## config.mk

```make
export PLATFORM = sky130hd
export DESIGN_NAME = path_sanitizer_stream_unit
export DESIGN_NICKNAME = d
export VERILOG_FILES = /design/src/rtl/core/psan_pkg.sv /design/src/rtl/core/psan_front.sv /design/src/rtl/core/psan_queue.sv /design/src/rtl/core/psan_back.sv /design/src/rtl/core/path_sanitizer_stream_unit.sv
export SDC_FILE = /design/constraint.sdc
export NUM_CORES = 1
export LEC_CHECK = 0
export BUFFER_PORTS_ARGS = -buffer_cell sky130_fd_sc_hd__buf_2
export CAP_MARGIN = 20
export CORE_MARGIN = 8
export CORE_UTILIZATION = 30
export DETAILED_ROUTE_END_ITERATION = 10
export PLACE_DENSITY = 0.41
export SYNTH_ARGS = -nofsm -noshare
export SYNTH_HDL_FRONTEND = slang
export SYNTH_SLANG_ARGS = --single-unit
```

## constraint.sdc

```tcl
create_clock -name i_clk -period 14.5 [get_ports i_clk]
set_clock_uncertainty 0.1 [all_clocks]
set_input_delay 2.9 -clock i_clk [delete_from_list [all_inputs] [get_ports i_clk]]
set_output_delay 2.9 -clock i_clk [all_outputs]
set_load 0.05 [all_outputs]
```

## src/rtl/core/psan_pkg.sv

```systemverilog
// Shared types and constants for the path sanitizer stream unit.
// No dependencies; imported by every module of the block.
package psan_pkg;

    localparam logic [7:0]  SLASH         = 8'h2F;
    localparam logic [7:0]  DOT           = 8'h2E;
    localparam int          CAP_W         = 13;
    localparam logic [12:0] CAPACITY_RST  = 13'd128;
    localparam int          QUEUE_DEPTH   = 4;
    localparam int          CMD_BYTES     = 4;

    typedef enum logic [1:0] {
        ST_OK       = 2'd0,
        ST_NO_SLASH = 2'd1,
        ST_DOT_DOT  = 2'd2,
        ST_OVERFLOW = 2'd3
    } t_status;

    // One work record from front to back: up to four path bytes,
    // optionally followed by the closing item.
    typedef struct packed {
        logic [CMD_BYTES-1:0][7:0] data;
        logic [2:0]                cnt;
        logic                      close;
        t_status                   status;
    } t_cmd;

endpackage

```

## src/rtl/core/psan_front.sv

```systemverilog
// Front end: accepts path bytes, tracks per-path state, builds work records.
// Depends on psan_pkg.
module psan_front import psan_pkg::*; (
    input  logic                 i_clk,
    input  logic                 i_rst_n,
    input  logic                 i_accept,
    input  logic [7:0]           i_in_byte,
    input  logic                 i_in_last,
    input  logic                 i_cfg_we,
    input  logic [CAP_W-1:0]     i_cfg_wdata,
    output logic                 o_cmd_valid,
    output t_cmd                 o_cmd
);

    logic [CAP_W-1:0] r_cap;
    logic             r_started, n_started;
    t_status          r_err, n_err;
    logic [1:0]       r_hcnt, n_hcnt;
    logic [7:0]       r_held [2];
    logic [7:0]       n_held0, n_held1;
    logic             r_pass, n_pass;
    logic             r_comp, n_comp;
    logic [CAP_W-1:0] r_len, n_len;

    logic             close_req;
    logic [1:0]       cl_cnt;
    logic [7:0]       cl_b0, cl_b1;
    logic             pre;
    logic [1:0]       bc;
    logic [7:0]       bb [3];
    logic [CMD_BYTES-1:0][7:0] cand;
    logic [2:0]       k, m;
    logic [3:0]       ok;

    always_comb begin
        n_started = r_started;
        n_err     = r_err;
        n_hcnt    = r_hcnt;
        n_held0   = r_held[0];
        n_held1   = r_held[1];
        n_pass    = r_pass;
        n_comp    = r_comp;
        close_req = 1'b0;
        cl_cnt    = r_hcnt;
        cl_b0     = r_held[0];
        cl_b1     = r_held[1];
        pre       = 1'b0;
        bc        = 2'd0;
        bb[0]     = 8'h00;
        bb[1]     = 8'h00;
        bb[2]     = 8'h00;

        priority if (!r_started) begin
            n_started = 1'b1;
            if (r_cap < 13'd2) begin
                n_err = ST_OVERFLOW;
            end else if (i_in_byte != SLASH) begin
                n_err = ST_NO_SLASH;
            end else begin
                bb[0] = SLASH;
                bc    = 2'd1;
            end
        end else if (r_err == ST_OK) begin
            priority if (i_in_byte == SLASH) begin
                close_req = 1'b1;
            end else if (r_pass) begin
                bb[0] = i_in_byte;
                bc    = 2'd1;
            end else if (r_hcnt < 2'd2) begin
                n_hcnt = r_hcnt + 2'd1;
                if (r_hcnt[0]) begin
                    n_held1 = i_in_byte;
                end else begin
                    n_held0 = i_in_byte;
                end
                // path ends inside a short component: resolve it now
                close_req = i_in_last;
                cl_cnt    = r_hcnt + 2'd1;
                cl_b0     = r_hcnt[0] ? r_held[0] : i_in_byte;
                cl_b1     = i_in_byte;
            end else begin
                // third byte: component is neither "." nor ".."
                pre    = r_comp;
                bb[0]  = r_held[0];
                bb[1]  = r_held[1];
                bb[2]  = i_in_byte;
                bc     = 2'd3;
                n_comp = 1'b1;
                n_hcnt = 2'd0;
                n_pass = 1'b1;
            end
        end else begin
            // errored path: remaining bytes are swallowed
        end

        if (close_req) begin
            priority if (r_pass) begin
                n_pass = 1'b0;
            end else if (cl_cnt == 2'd1) begin
                if (cl_b0 != DOT) begin
                    pre    = r_comp;
                    bb[0]  = cl_b0;
                    bc     = 2'd1;
                    n_comp = 1'b1;
                end
            end else if (cl_cnt == 2'd2) begin
                if (cl_b0 == DOT && cl_b1 == DOT) begin
                    n_err = ST_DOT_DOT;
                end else begin
                    pre    = r_comp;
                    bb[0]  = cl_b0;
                    bb[1]  = cl_b1;
                    bc     = 2'd2;
                    n_comp = 1'b1;
                end
            end else begin
                n_pass = r_pass;
            end
            n_hcnt = 2'd0;
        end

        if (pre) begin
            cand = {bb[2], bb[1], bb[0], SLASH};
        end else begin
            cand = {8'h00, bb[2], bb[1], bb[0]};
        end
        k = {1'b0, bc} + {2'b00, pre};

        // capacity check for each successive put
        for (int i = 0; i < 4; i++) begin
            ok[i] = ({1'b0, r_len} + 14'(i + 1)) < {1'b0, r_cap};
        end
        m = 3'd0;
        for (int i = 0; i < 4; i++) begin
            if (3'(i) < k && ok[i]) begin
                m = 3'(i + 1);
            end
        end
        if (m < k) begin
            n_err = ST_OVERFLOW;
        end
        n_len = r_len + {10'd0, m};

        o_cmd.data   = cand;
        o_cmd.cnt    = m;
        o_cmd.close  = i_in_last;
        o_cmd.status = n_err;
        o_cmd_valid  = i_accept && (m != 3'd0 || i_in_last);

        if (i_in_last) begin
            n_started = 1'b0;
            n_err     = ST_OK;
            n_hcnt    = 2'd0;
            n_pass    = 1'b0;
            n_comp    = 1'b0;
            n_len     = '0;
        end
    end

    always_ff @(posedge i_clk) begin
        if (!i_rst_n) begin
            r_cap     <= CAPACITY_RST;
            r_started <= 1'b0;
            r_err     <= ST_OK;
            r_hcnt    <= 2'd0;
            r_pass    <= 1'b0;
            r_comp    <= 1'b0;
            r_len     <= '0;
        end else begin
            if (i_cfg_we) begin
                r_cap <= i_cfg_wdata;
            end
            if (i_accept) begin
                r_started <= n_started;
                r_err     <= n_err;
                r_hcnt    <= n_hcnt;
                r_pass    <= n_pass;
                r_comp    <= n_comp;
                r_len     <= n_len;
            end
        end
    end

    always_ff @(posedge i_clk) begin
        if (i_accept) begin
            r_held[0] <= n_held0;
            r_held[1] <= n_held1;
        end
    end

endmodule

```

## src/rtl/core/psan_queue.sv

```systemverilog
// Short queue of work records between front and back.
// Depends on psan_pkg.
module psan_queue import psan_pkg::*; #(
    parameter int Depth = QUEUE_DEPTH
) (
    input  logic i_clk,
    input  logic i_rst_n,
    input  logic i_push,
    input  t_cmd i_cmd,
    input  logic i_pop,
    output t_cmd o_cmd,
    output logic o_full,
    output logic o_empty
);

    localparam int PtrW = (Depth > 1) ? $clog2(Depth) : 1;
    localparam int CntW = $clog2(Depth + 1);

    t_cmd            r_mem [Depth];
    logic [PtrW-1:0] r_wr, r_rd;
    logic [CntW-1:0] r_cnt;
    logic            do_push, do_pop;

    assign o_full  = (r_cnt == CntW'(Depth));
    assign o_empty = (r_cnt == '0);
    assign do_push = i_push && !o_full;
    assign do_pop  = i_pop && !o_empty;
    assign o_cmd   = r_mem[r_rd];

    always_ff @(posedge i_clk) begin
        if (!i_rst_n) begin
            r_wr  <= '0;
            r_rd  <= '0;
            r_cnt <= '0;
        end else begin
            if (do_push) begin
                r_wr <= (r_wr == PtrW'(Depth - 1)) ? '0 : r_wr + 1'b1;
            end
            if (do_pop) begin
                r_rd <= (r_rd == PtrW'(Depth - 1)) ? '0 : r_rd + 1'b1;
            end
            if (do_push && !do_pop) begin
                r_cnt <= r_cnt + 1'b1;
            end else if (do_pop && !do_push) begin
                r_cnt <= r_cnt - 1'b1;
            end
        end
    end

    always_ff @(posedge i_clk) begin
        if (do_push) begin
            r_mem[r_wr] <= i_cmd;
        end
    end

endmodule

```

## src/rtl/core/psan_back.sv

```systemverilog
// Back end: walks the head work record and presents one result item at a time.
// Depends on psan_pkg.
module psan_back import psan_pkg::*; (
    input  logic       i_clk,
    input  logic       i_rst_n,
    input  logic       i_head_valid,
    input  t_cmd       i_head,
    input  logic       i_pop,
    output logic       o_head_pop,
    output logic       o_empty,
    output logic [7:0] o_out_byte,
    output logic       o_out_last,
    output logic [1:0] o_status
);

    logic [2:0] r_idx;
    logic       on_close, done, take;

    assign o_empty  = !i_head_valid;
    assign on_close = (r_idx >= i_head.cnt);
    assign take     = i_pop && i_head_valid;
    assign done     = on_close || ((r_idx + 3'd1 == i_head.cnt) && !i_head.close);
    assign o_head_pop = take && done;

    always_comb begin
        if (on_close) begin
            o_out_byte = 8'h00;
            o_out_last = 1'b1;
            o_status   = i_head.status;
        end else begin
            o_out_byte = i_head.data[r_idx[1:0]];
            o_out_last = 1'b0;
            o_status   = ST_OK;
        end
    end

    always_ff @(posedge i_clk) begin
        if (!i_rst_n) begin
            r_idx <= 3'd0;
        end else if (take) begin
            r_idx <= done ? 3'd0 : r_idx + 3'd1;
        end
    end

endmodule

```

## src/rtl/core/path_sanitizer_stream_unit.sv

```systemverilog
// Path sanitizer stream unit: one path byte per item in, cleaned path out.
// Each item's record is registered in the queue; its results show once it reaches the head.
// Flow: one item per cycle while the queue is not full and each item yields at most one
// result; an item with up to five results holds the back end while the 4-deep queue absorbs it.
// Reset: synchronous, active low; clears path state and queue, capacity returns to 128.
// Depends on psan_pkg, psan_front, psan_queue, psan_back.
module path_sanitizer_stream_unit import psan_pkg::*; #(
    parameter int QueueDepth = QUEUE_DEPTH
) (
    input  logic             i_clk,
    input  logic             i_rst_n,
    // input side
    input  logic             push,
    output logic             full,
    input  logic [7:0]       i_in_byte,
    input  logic             i_in_last,
    // result side
    output logic             empty,
    input  logic             pop,
    output logic [7:0]       o_out_byte,
    output logic             o_out_last,
    output logic [1:0]       o_status,
    // capacity register
    input  logic             i_cfg_we,
    input  logic [CAP_W-1:0] i_cfg_wdata
);

    // The front resolves each item in the cycle it is taken: slash runs,
    // held "." / ".." bytes and the capacity check, producing a record of
    // bytes to emit plus an optional closing item.
    logic accept;
    logic cmd_valid;
    t_cmd cmd_in;
    t_cmd cmd_head;
    logic q_full, q_empty, q_pop;

    // full is conservative: it tracks the queue, even for items that
    // produce no result.
    assign full   = q_full;
    assign accept = push && !q_full;

    psan_front u_front (
        .i_clk       (i_clk),
        .i_rst_n     (i_rst_n),
        .i_accept    (accept),
        .i_in_byte   (i_in_byte),
        .i_in_last   (i_in_last),
        .i_cfg_we    (i_cfg_we),
        .i_cfg_wdata (i_cfg_wdata),
        .o_cmd_valid (cmd_valid),
        .o_cmd       (cmd_in)
    );

    // Records decouple the two sides so the front keeps taking bytes
    // while the back still drains a multi-byte record.
    psan_queue #(
        .Depth (QueueDepth)
    ) u_queue (
        .i_clk   (i_clk),
        .i_rst_n (i_rst_n),
        .i_push  (cmd_valid),
        .i_cmd   (cmd_in),
        .i_pop   (q_pop),
        .o_cmd   (cmd_head),
        .o_full  (q_full),
        .o_empty (q_empty)
    );

    // Back walks the head record one result item per pop.
    psan_back u_back (
        .i_clk        (i_clk),
        .i_rst_n      (i_rst_n),
        .i_head_valid (!q_empty),
        .i_head       (cmd_head),
        .i_pop        (pop),
        .o_head_pop   (q_pop),
        .o_empty      (empty),
        .o_out_byte   (o_out_byte),
        .o_out_last   (o_out_last),
        .o_status     (o_status)
    );

    // closing item always carries a NUL byte
    a_close_nul: assert property (@(posedge i_clk) disable iff (!i_rst_n)
        (!empty && o_out_last) |-> (o_out_byte == 8'h00))
        else $error("closing item carries a non-zero byte");

    // status is only meaningful on the closing item
    a_status_zero: assert property (@(posedge i_clk) disable iff (!i_rst_n)
        (!empty && !o_out_last) |-> (o_status == ST_OK))
        else $error("status set on a path byte item");

    // front never produces a record while the queue is full
    a_no_drop: assert property (@(posedge i_clk) disable iff (!i_rst_n)
        cmd_valid |-> !q_full)
        else $error("work record produced into a full queue");

endmodule
```

**Word-level counts from Yosys, hierarchy flattened**

Memory sizes are Yosys's and may differ from the RTL's. A register that Yosys moved wholly into a read port is not among the register bits.
Index checks and enable logic that the tools add are counted.

- Register bits after elaboration: 43
- Memory bits (writable): 168
- Input port bits: 27
- Output and inout bits: 13
- Logic and storage cells: 212
- Memories kept: 2

Memories:

| name | depth | width | read ports | clocked after memory_dff | write ports | RTL line | text |
|---|---|---|---|---|---|---|---|
| u_queue.r_mem | 4 | 38 | 1 | 1 | 1 | psan_queue.sv:19 | `t_cmd r_mem [Depth];` |
| u_front.r_held | 2 | 8 | 2 | 0 | 2 | psan_front.sv:19 | `logic [7:0] r_held [2];` |

- $add $sub $neg: 12
- Order comparisons: 13
- Equal/unequal tests: 13
- Mux-type cells: 133
- Reduce and logical (&&, ||, !) cells: 28

Operators with widths:

| cell | number |
|---|---|
| two-way mux 8 bit | 25 |
| two-way mux 24 bit | 7 |
| two-way mux 16 bit | 6 |
| two-way mux 2 bit | 41 |
| < comparator 14 x 13 -> 1 bit | 4 |
| two-way mux 1 bit | 46 |
| two-way mux 32 bit | 1 |
| adder 13 x 2 -> 14 bit, second input constant | 2 |
| == test 8 x 6 -> 1 bit, second input constant | 3 |
| binary-select mux 8 bit (select 2 bit) | 1 |
| inequality test 8 x 6 -> 1 bit, second input constant | 2 |
| adder 13 x 1 -> 14 bit, second input constant | 1 |
| adder 13 x 3 -> 14 bit, second input constant | 1 |
| logical AND 1 bit | 14 |
| adder 13 x 3 -> 13 bit | 1 |
| < comparator 13 x 2 -> 1 bit, second input constant | 1 |
| two-way mux 13 bit | 1 |
| two-way mux 3 bit | 4 |
| nonzero test 3 bit | 3 |
| adder 2 x 1 -> 2 bit, second input constant | 3 |
| adder 3 x 1 -> 3 bit, second input constant | 2 |
| == test 2 bit, second input constant | 3 |
| < comparator 1 x 3 -> 1 bit, first input constant | 2 |
| < comparator 2 x 3 -> 1 bit, first input constant | 2 |
| other kinds (18) | 23 |

**Depth between registers and ports, before layout**

Gate-level depths: netlist (run 1).
An unclocked memory read counts as a cell.

- Depth after elaboration: 29
- Mapped depth: 26
- Mapped depth without buffers: 25

**Cells and area by module**

A second synthesis (run 1) with hierarchy kept.

- Cells, all modules: 888
- Area total of the unflattened synthesis: 11399.7 µm²

By module, submodules not included:

| module | instances | cells an instance | area each (µm²) | sequential area each (µm²) |
|---|---|---|---|---|
| psan_queue | 1 | 249 | 5978.2 | 4744.6 |
| psan_front | 1 | 583 | 4862.2 | 1141.1 |
| psan_back | 1 | 54 | 541.8 | 60.1 |
| path_sanitizer_stream_unit | 1 | 2 | 17.5 | 0.0 |

**Worst setup path before layout (run 1)**

Ideal clock, no wire load.

- Kind: input to register
- Start: input port i_in_byte[4]
- End: register u_front.r_len[12]
- Setup time: 121 ps
- Arrival time: 7527 ps
- Required time: 14279 ps
- Path slack: 6752 ps
- Stages on the path: 25
- Buffers on the path: 1
- Cells stage by stage: or4b_4 -> or3_1 -> a211o_1 -> a32oi_1 -> nor2_2 -> o21ai_4 -> inv_2 -> buf_6 -> ha_1 -> inv_1 -> ha_1 -> a211oi_1 -> o211ai_1 -> a211oi_1 -> a31oi_1 -> nor2_1 -> ha_1 -> fa_1 -> a21oi_1 -> and4b_1 -> nand3_1 -> nor3_1 -> nand3_1 -> xor2_1 -> nor2_1

RTL lines:

| element | RTL line | text |
|---|---|---|
| start, declared | path_sanitizer_stream_unit.sv:15 | `input logic [7:0] i_in_byte,` |
| end signal, assigned | psan_front.sv:179 | `r_len <= n_len;` |
| end, declared | psan_front.sv:23 | `logic [CAP_W-1:0] r_len, n_len;` |

==> results of run 1 <==
-- power by group --
part | switching (W) | internal, W
clock network | 0.000261 | 0.000352
registers | 0.0000329 | 0.000703
logic | 0.000222 | 0.000140
-- layer usage --
layer / vias to the layer above / track usage, % / share of wire (%)
li1: 3427 / - / -
met1: 3591 / 18.1 / 47
met2: 122 / 22.0 / 47
met3: 32 / 1.92 / 4.1
met4: 0 / 2.62 / 1.3
met5: - / 0 / 0
-- logic make-up after synthesis --
family / count (synthesis) / share of synthesized area (%)
XOR/XNOR: 55 / 4.26
AO/OA/AOI/OAI: 143 / 8.71
AND/OR/NAND/NOR: 237 / 11.2
flip-flops: 213 / 52.5
buffers and inverters: 78 / 2.74
adder cells (fa/ha/maj): 75 / 8.42
multiplexers: 78 / 12.1
-- worst reg2reg max path, stage by stage (launching register included) --
cell,delay (ns)
dfxtp_1,0.41
nor3b_1,0.56
o211ai_1,0.34
a211o_1,0.40
a32oi_1,0.26
nor2_2,0.12
o21ai_4,0.28
inv_2,0.19
ha_1,0.26
inv_1,0.06
ha_1,0.23
a211oi_1,0.23
o211ai_1,0.13
a211oi_1,0.39
a31oi_1,0.12
nor2_1,0.30
ha_1,0.25
fa_1,0.22
a21oi_1,0.10
and4b_1,0.32
nand3_1,0.12
nor3_1,0.28
nand3_1,0.14
xor2_1,0.16
nor2_1,0.05
-- stage by stage --
| stage | instance area, um^2 | util, % | cells | worst slack [ns] | hold WS (ns) |
|---|---|---|---|---|---|
| CTS | 12900 | 34.5 | 1449 | 6.22 | 0.408 |
| finish | 12900 | 34.5 | 1450 | 6.20 | 0.397 |
| detailed placement | 12100 | 32.3 | 1401 | 5.67 | 0.400 |
| global route | 12900 | 34.5 | 1449 | 5.71 | 0.447 |
| global placement | 12100 | 32.3 | 1401 | 5.81 | 0.392 |
| floorplan | 11300 | - | 879 | 6.75 | 0.367 |
-- registers in the layout, indices dropped and copies added (netlist names), 2 cells and up, named ones only --
register and count:
u_queue.r_mem 152, u_front.r_held 16, u_front.r_cap 13, u_front.r_len 13, u_back.r_idx 3, u_queue.r_cnt 3, u_front.r_err 2, u_front.r_hcnt 2
u_queue.r_rd 2, u_queue.r_wr 2
-- cells in the mapped netlist, types with 5 or more instances --
| cell | number | area, um^2 |
|---|---|---|
| edfxtp_1 | 168 | 5040 |
| ha_1 | 73 | 913 |
| mux4_2 | 46 | 1040 |
| nand2_1 | 46 | 173 |
| dfxtp_1 | 45 | 901 |
| nor2_1 | 42 | 158 |
| inv_1 | 37 | 139 |
| xnor2_1 | 35 | 307 |
| a21oi_1 | 34 | 170 |
| clkbuf_1 | 30 | 113 |
| nor2b_1 | 29 | 181 |
| nand3_1 | 24 | 120 |
| mux2i_1 | 21 | 210 |
| o21ai_0 | 21 | 105 |
| xor2_1 | 20 | 175 |
| a21o_1 | 15 | 113 |
| nand4_1 | 13 | 81.3 |
| nor3_1 | 13 | 65.1 |
| nand2b_1 | 12 | 75.1 |
| a22o_1 | 11 | 96.3 |
| and2_1 | 11 | 68.8 |
| and3_1 | 11 | 68.8 |
| mux2_2 | 9 | 101 |
| a21boi_0 | 7 | 52.6 |
| a221oi_1 | 7 | 61.3 |
| a31oi_1 | 7 | 43.8 |
| o211ai_1 | 7 | 52.6 |
| or3_1 | 7 | 43.8 |
| buf_1 | 6 | 22.5 |
| o21a_1 | 6 | 45.0 |
| a211oi_1 | 5 | 37.5 |
| a22oi_1 | 5 | 37.5 |
-- final cells by class --
type	count	share of cell area (%)
diodes	1	0.0194
clock buffers	35	5.31
clock inverters	13	0.951
inverters	38	1.11
multi-input cells	588	39.3
flip-flops and latches	213	46.1
well taps	511	4.96
repair buffers	51	2.21
-- final timing paths --
check	start	end	slack, ns
worst min register to register	u_queue.r_rd[1]	flop	0.40
worst max-delay path	i_in_byte[4]	u_front.r_len[12]	6.20
worst max register to register	u_front.r_started	u_front.r_len[12]	8.37
worst min-delay path	u_queue.r_rd[1]	flop	0.40
==> out/results.tsv, run 1 <==
stage	metric	value	unit
status	run_status	completed	
power_and_ir_drop	p_per_area	133	nW/um^2
die	initial_utilization	30.3	%
route	detailroute.via_count	7172	
cts	tritoncts	built	
setup_path	critical_path.max_fanout	15	
finish	syn2layout_area_growth	14.0	%
timing	setup_repair_after_global_routing_missed_its_margin	false	
timing	final_max_slew_viol_count	0	
synth	synth_seq_area_share	52.5	%
die	placeableCoreArea	37400	um^2
die	io_pins	40	
setup_path	worst-path-stages	25	
timing	slew-limit-headroom	38.7	%
timing	fin_crit_sh	57.2	%
worst_hold_path	min_path_cells	2	
cts	maximum_level_of_the_cts_h_tree	1	
placed_design	routabilityCongestion	0.800	
route	router_iterations_before_antenna_repair	5	
setup_path	critPathLaunchType	input pin	
worst_hold_path	min_path_type	flop to flop	
power_and_ir_drop	vdd_ir_drop_max	0.0000890	V
finish	nFillCells	3691	
finish	layout_cells_sized_above_1	17.0	%
timing	worst-slew-pin-transition	0.918	ns
die	die-area	44200	um^2
route	via_per_inst	4.95	
synth	synthDistinctLibCells	64	
timing	timing.final.hold_violations	0	
global_route	grt_max_degree	40	
cts	numClockSinks	213	
global_route	first_global_vias	7402	
route	drt_iter0_markers	538	
setup_path	critical_path.top_delay_family	simple AND/OR/NAND/NOR gates	
synth	yosys_warnings	0	
placed_design	place.detailed.hpwl	19.8	mm
finish	layout_commonest_cell	edfxtp_1	
synth	post_synth.cell_area_avg	12.9	um^2
setup_path	required_time_of_the_critical_path	14.82	ns
synth	syn_nets	981	
global_route	grt_pass1_wl	45.2	mm
synth	synth_cells	879	
synth	syn-cell-area	11300	um^2
global_route	overflow	0	
timing	timing.final.crit_period	8.30	ns
power_and_ir_drop	p_total	0.00171	W
placed_design	port-buffer-count	39	
cts	post-cts-setup-buffer-count	0	
setup_path	setup.worst_path.end_class	flop	
setup_path	critPathSlowestCell	nor4b_1	
setup_path	cp.arrival	8.62	ns
timing	finalSetupViolations	0	
route	remaining_drc_errors	0	
cts	post_cts_hold_buffer_count	0	
cts	cts_made_buffers	26	
route	ant_nets	0	
finish	layout.nets	1020	
finish	layout.cells.most_common_list	edfxtp_1 (168), ha_1 (73), nand2_1 (46), mux4_2 (46), dfxtp_1 (43)	
synth	synth-seq-cells	213	
die	floorplan.rows	71	
power_and_ir_drop	power_leakage	4.70	nW
cts	worst_setup_hold_path_clk_slew	0.06	ns
setup_path	cells_on_worst_reg2reg_path	24	
setup_path	timing.critical_path.mode_cell	ha_1	
route	avgRoutedWirePerCell	20.1	um
route	drt_wl_total	29.1	mm
synth	dominantRegCellSynth	edfxtp_1	
setup_path	path_buf_inv	3	
cts	clock-root-buffer	clkbuf_16	
die	die_height	210	um
finish	ff_latch_area	5950	um^2
cts	clk-insertion-delay-late	0.55	ns
global_route	antenna_found_initial	0	
cts	cts_repair_resize_count	0	
die	dieWidth	210	um
setup_path	timing.critical_path.slowest_cell_delay	0.63	ns
global_route	grt.total_usage	13.2	%
setup_path	criticalPathCategory	input pin to flop	
synth	synth-edff-count	168	
finish	multiInputGateArea	5070	um^2
timing	maxClockFrequency	120	MHz
cts	clockBufferDepth	3	
timing	setup-tns-final	0	ns
synth	asyncSetResetFlopFracSynth	0	%
flow_run	max_cap_viol_count	0	
Note: power is estimated with default switching activity, not from simulation.
==> run 2: changes to the inputs <==
--- a/config.mk
+++ b/config.mk
@@ -5,12 +5,13 @@
 export SDC_FILE = /design/constraint.sdc
 export NUM_CORES = 1
 export LEC_CHECK = 0
+export ABC_AREA = 1
 export BUFFER_PORTS_ARGS = -buffer_cell sky130_fd_sc_hd__buf_2
 export CAP_MARGIN = 20
 export CORE_MARGIN = 8
 export CORE_UTILIZATION = 30
 export DETAILED_ROUTE_END_ITERATION = 10
-export PLACE_DENSITY = 0.41
+export PLACE_DENSITY = 0.42
 export SYNTH_ARGS = -nofsm -noshare
 export SYNTH_HDL_FRONTEND = slang
 export SYNTH_SLANG_ARGS = --single-unit
==> constraint.sdc (replaced) <==
create_clock -name i_clk -period 7 [get_ports i_clk]
set_clock_uncertainty 0.1 [all_clocks]
set_input_delay 1.4 -clock i_clk [delete_from_list [all_inputs] [get_ports i_clk]]
set_output_delay 1.4 -clock i_clk [all_outputs]
set_load 0.05 [all_outputs]
==> out/results.tsv, run 2 <==
stage	metric	value	unit
die	placeableCoreArea	38700	um^2
finish	registers.top_by_ff_count	u_queue.r_mem	
timing	slew-limit-headroom	36.7	%
cts	tritoncts	built	
route	router_iterations_before_antenna_repair	5	
synth	leading_cell_type_by_number_of_instances_after_synthesis	nand2_1	
global_route	grt.total_usage	14.3	%
timing	worst-slew-pin-transition	0.939	ns
synth	asyncSetResetFlopFracSynth	0	%
setup_path	cp.arrival	6.47	ns
global_route	grt_max_degree	71	
placed_design	routabilityCongestion	0.841	
die	die-area	45900	um^2
timing	finalSetupViolations	0	
placed_design	place.detailed.hpwl	23.2	mm
setup_path	criticalPathCategory	input pin to flop	
cts	numClockSinks	213	
global_route	grt_pass1_wl	52.8	mm
cts	clock-root-buffer	clkbuf_16	
worst_hold_path	min_path_type	flop to flop	
route	avgRoutedWirePerCell	18.0	um
finish	layout.cells.most_common_list	nand2_1 (303), edfxtp_1 (168), a21oi_1 (126), inv_1 (125), nor2_1 (101)	
cts	worst_setup_hold_path_clk_slew	0.06	ns
timing	fin_crit_sh	87.3	%
power_and_ir_drop	p_per_area	310	nW/um^2
synth	dominantRegCellSynth	edfxtp_1	
route	drt_iter0_markers	589	
route	detailroute.via_count	9123	
worst_hold_path	min_to	u_front.r_cap[0]	
flow_run	max_cap_viol_count	0	
cts	post_cts_hold_buffer_count	0	
global_route	antenna_found_initial	1	
setup_path	critical_path.max_fanout	19	
finish	layout.nets	1435	
route	remaining_drc_errors	0	
timing	setup_repair_after_global_routing_missed_its_margin	false	
die	io_pins	40	
route	via_per_inst	4.88	
timing	timing.final.crit_period	6.11	ns
finish	reg_top3	u_queue.r_mem x152, u_front.r_held x16	
synth	syn-cell-area	11800	um^2
cts	clk-insertion-delay-late	0.54	ns
finish	layout_commonest_cell	nand2_1	
finish	layout_cells_sized_above_1	9.33	%
die	dieWidth	214	um
synth	synth_largest_type_area_fraction	42.8	%
status	run_status	completed	
finish	max_reg_flops	152	
setup_path	required_time_of_the_critical_path	7.35	ns
finish	syn2layout_area_growth	13.4	%
synth	synth-edff-count	168	
power_and_ir_drop	power_leakage	5.61	nW
timing	setup-tns-final	0	ns
cts	cts_made_buffers	26	
timing	timing.final.hold_violations	0	
setup_path	critPathSlowestCell	nor3_1	
synth	synth.area.top_cells	edfxtp_1 (43%), nand2_1 (9.6%), ha_1 (7.7%)	
route	drt_wl_total	33.7	mm
die	die_height	214	um
setup_path	critPathLaunchType	input pin	
die	initial_utilization	30.4	%
synth	synth_cells	1298	
timing	maxClockFrequency	164	MHz
synth	post_synth.cell_area_avg	9.08	um^2
synth	ys_top_cells_by_count	nand2_1 (303), edfxtp_1 (168), a21oi_1 (126), inv_1 (126), nor2_1 (105)	
setup_path	cells_on_worst_reg2reg_path	38	
setup_path	worstReg2RegStart	u_front.r_err[1]	
synth	yosys_warnings	0	
cts	post-cts-setup-buffer-count	0	
synth	synth_seq_area_share	50.4	%
setup_path	regToRegEndpoint	u_front.r_len[12]	
timing	final_max_slew_viol_count	0	
cts	maximum_level_of_the_cts_h_tree	1	
synth	syn_nets	1400	
worst_hold_path	min_path_cells	2	
cts	clockBufferDepth	3	
setup_path	timing.critical_path.slowest_cell_delay	0.32	ns
die	floorplan.rows	72	
worst_hold_path	holdCritStartpoint	u_front.r_cap[0]	
global_route	first_global_vias	8857	
synth	synth_top_area_cell	edfxtp_1	
setup_path	reg2reg_setup_slack	1.44	ns
power_and_ir_drop	vdd_ir_drop_max	0.000186	V
global_route	overflow	0	
route	ant_nets	0	
cts	cts_repair_resize_count	0	
timing	layout_setup_ws	0.886	ns
placed_design	post-place-ws	0.373	ns
synth	synthDistinctLibCells	52	
placed_design	port-buffer-count	39	
setup_path	setup.worst_path.end_class	flop	
synth	synth-seq-cells	213	
-- run 2: cell types whose count changed in the layout (fill, tap and decap cells not counted), sizes merged, moves of 13 or more --
cell / delta
a211oi: +14
a21o: -13
a21oi: +94
a22oi: +15
inv: +91
mux2i: -22
mux4: -46
nand2: +264
nand3: +14
nor2: +71
nor2b: -29
o21ai: +58
xnor2: -32
-- run 2: layout make-up --
cell class	instances	area, um^2
clock buffers	34	681
inverters	137	517
clock inverters	12	118
repair buffers	52	293
flip-flops and latches	213	5950
multi-input cells	903	5160
well taps	518	648
fillers	4092	25400
diodes	1	2.50
-- run 2: cells by family after synthesis --
| kind of cell | synth area share, % |
|---|---|
| buffers and inverters | 6.04 |
| adders and majority gates | 8.09 |
| and+or+nand+nor | 18.8 |
| AOI/OAI and AO/OA | 14.5 |
| xor gates and xnor gates | 2.15 |
| DFF | 50.4 |
-- run 2: worst max path at each step --
stage | to | cells after the start | slack, ns | startpoint
CTS | u_front.r_len[12] | 39 | 0.92 | i_in_byte[4]
finish | u_front.r_len[12] | 39 | 0.89 | i_in_byte[4]
floorplan | u_queue.r_mem[0][0] | 28 | 0.89 | i_in_byte[4]
detailed placement | u_front.r_len[12] | 39 | 0.37 | i_in_byte[4]
global placement | u_front.r_len[12] | 39 | 0.56 | i_in_byte[4]
global route | u_front.r_len[12] | 40 | 0.23 | i_in_byte[4]
-- run 2: report_power, final --
part / internal (W) / switching, W
clock network: 0.000755 / 0.000528
logic: 0.000332 / 0.000967
registers: 0.00150 / 0.0000561
total: 0.00259 / 0.00155
-- run 2: critical path, delay by kind of cell --
family | cells | cell delay (ns)
AOI/OAI and AO/OA | 2 | 0.26
adders and majority gates | 4 | 0.85
buffers and inverters | 9 | 0.83
and+or+nand+nor | 24 | 3.12
-- run 2: routing by layer --
| layer | global-route usage [%] | part of all wire [%] | up-vias |
|---|---|---|---|
| li1 | - | - | 4569 |
| met1 | 21.3 | 52 | 4375 |
| met2 | 21.9 | 43 | 143 |
| met3 | 1.65 | 3.1 | 36 |
| met4 | 3.20 | 1.7 | 0 |
| met5 | 0 | 0 | - |
-- run 2: per-stage QoR --
step | cell area, um^2 | cells | total power, W | utilization [%] | hold WS, ns
final | 13400 | 1870 | 0.00414 | 34.5 | 0.397
after CTS | 13400 | 1869 | 0.00420 | 34.5 | 0.400
after global placement | 12600 | 1823 | 0.00289 | 32.4 | 0.383
after floorplan | 11800 | 1298 | 0.00250 | - | 0.349
after global routing | 13400 | 1869 | 0.00437 | 34.5 | 0.415
after detailed placement | 12600 | 1823 | 0.00290 | 32.4 | 0.387
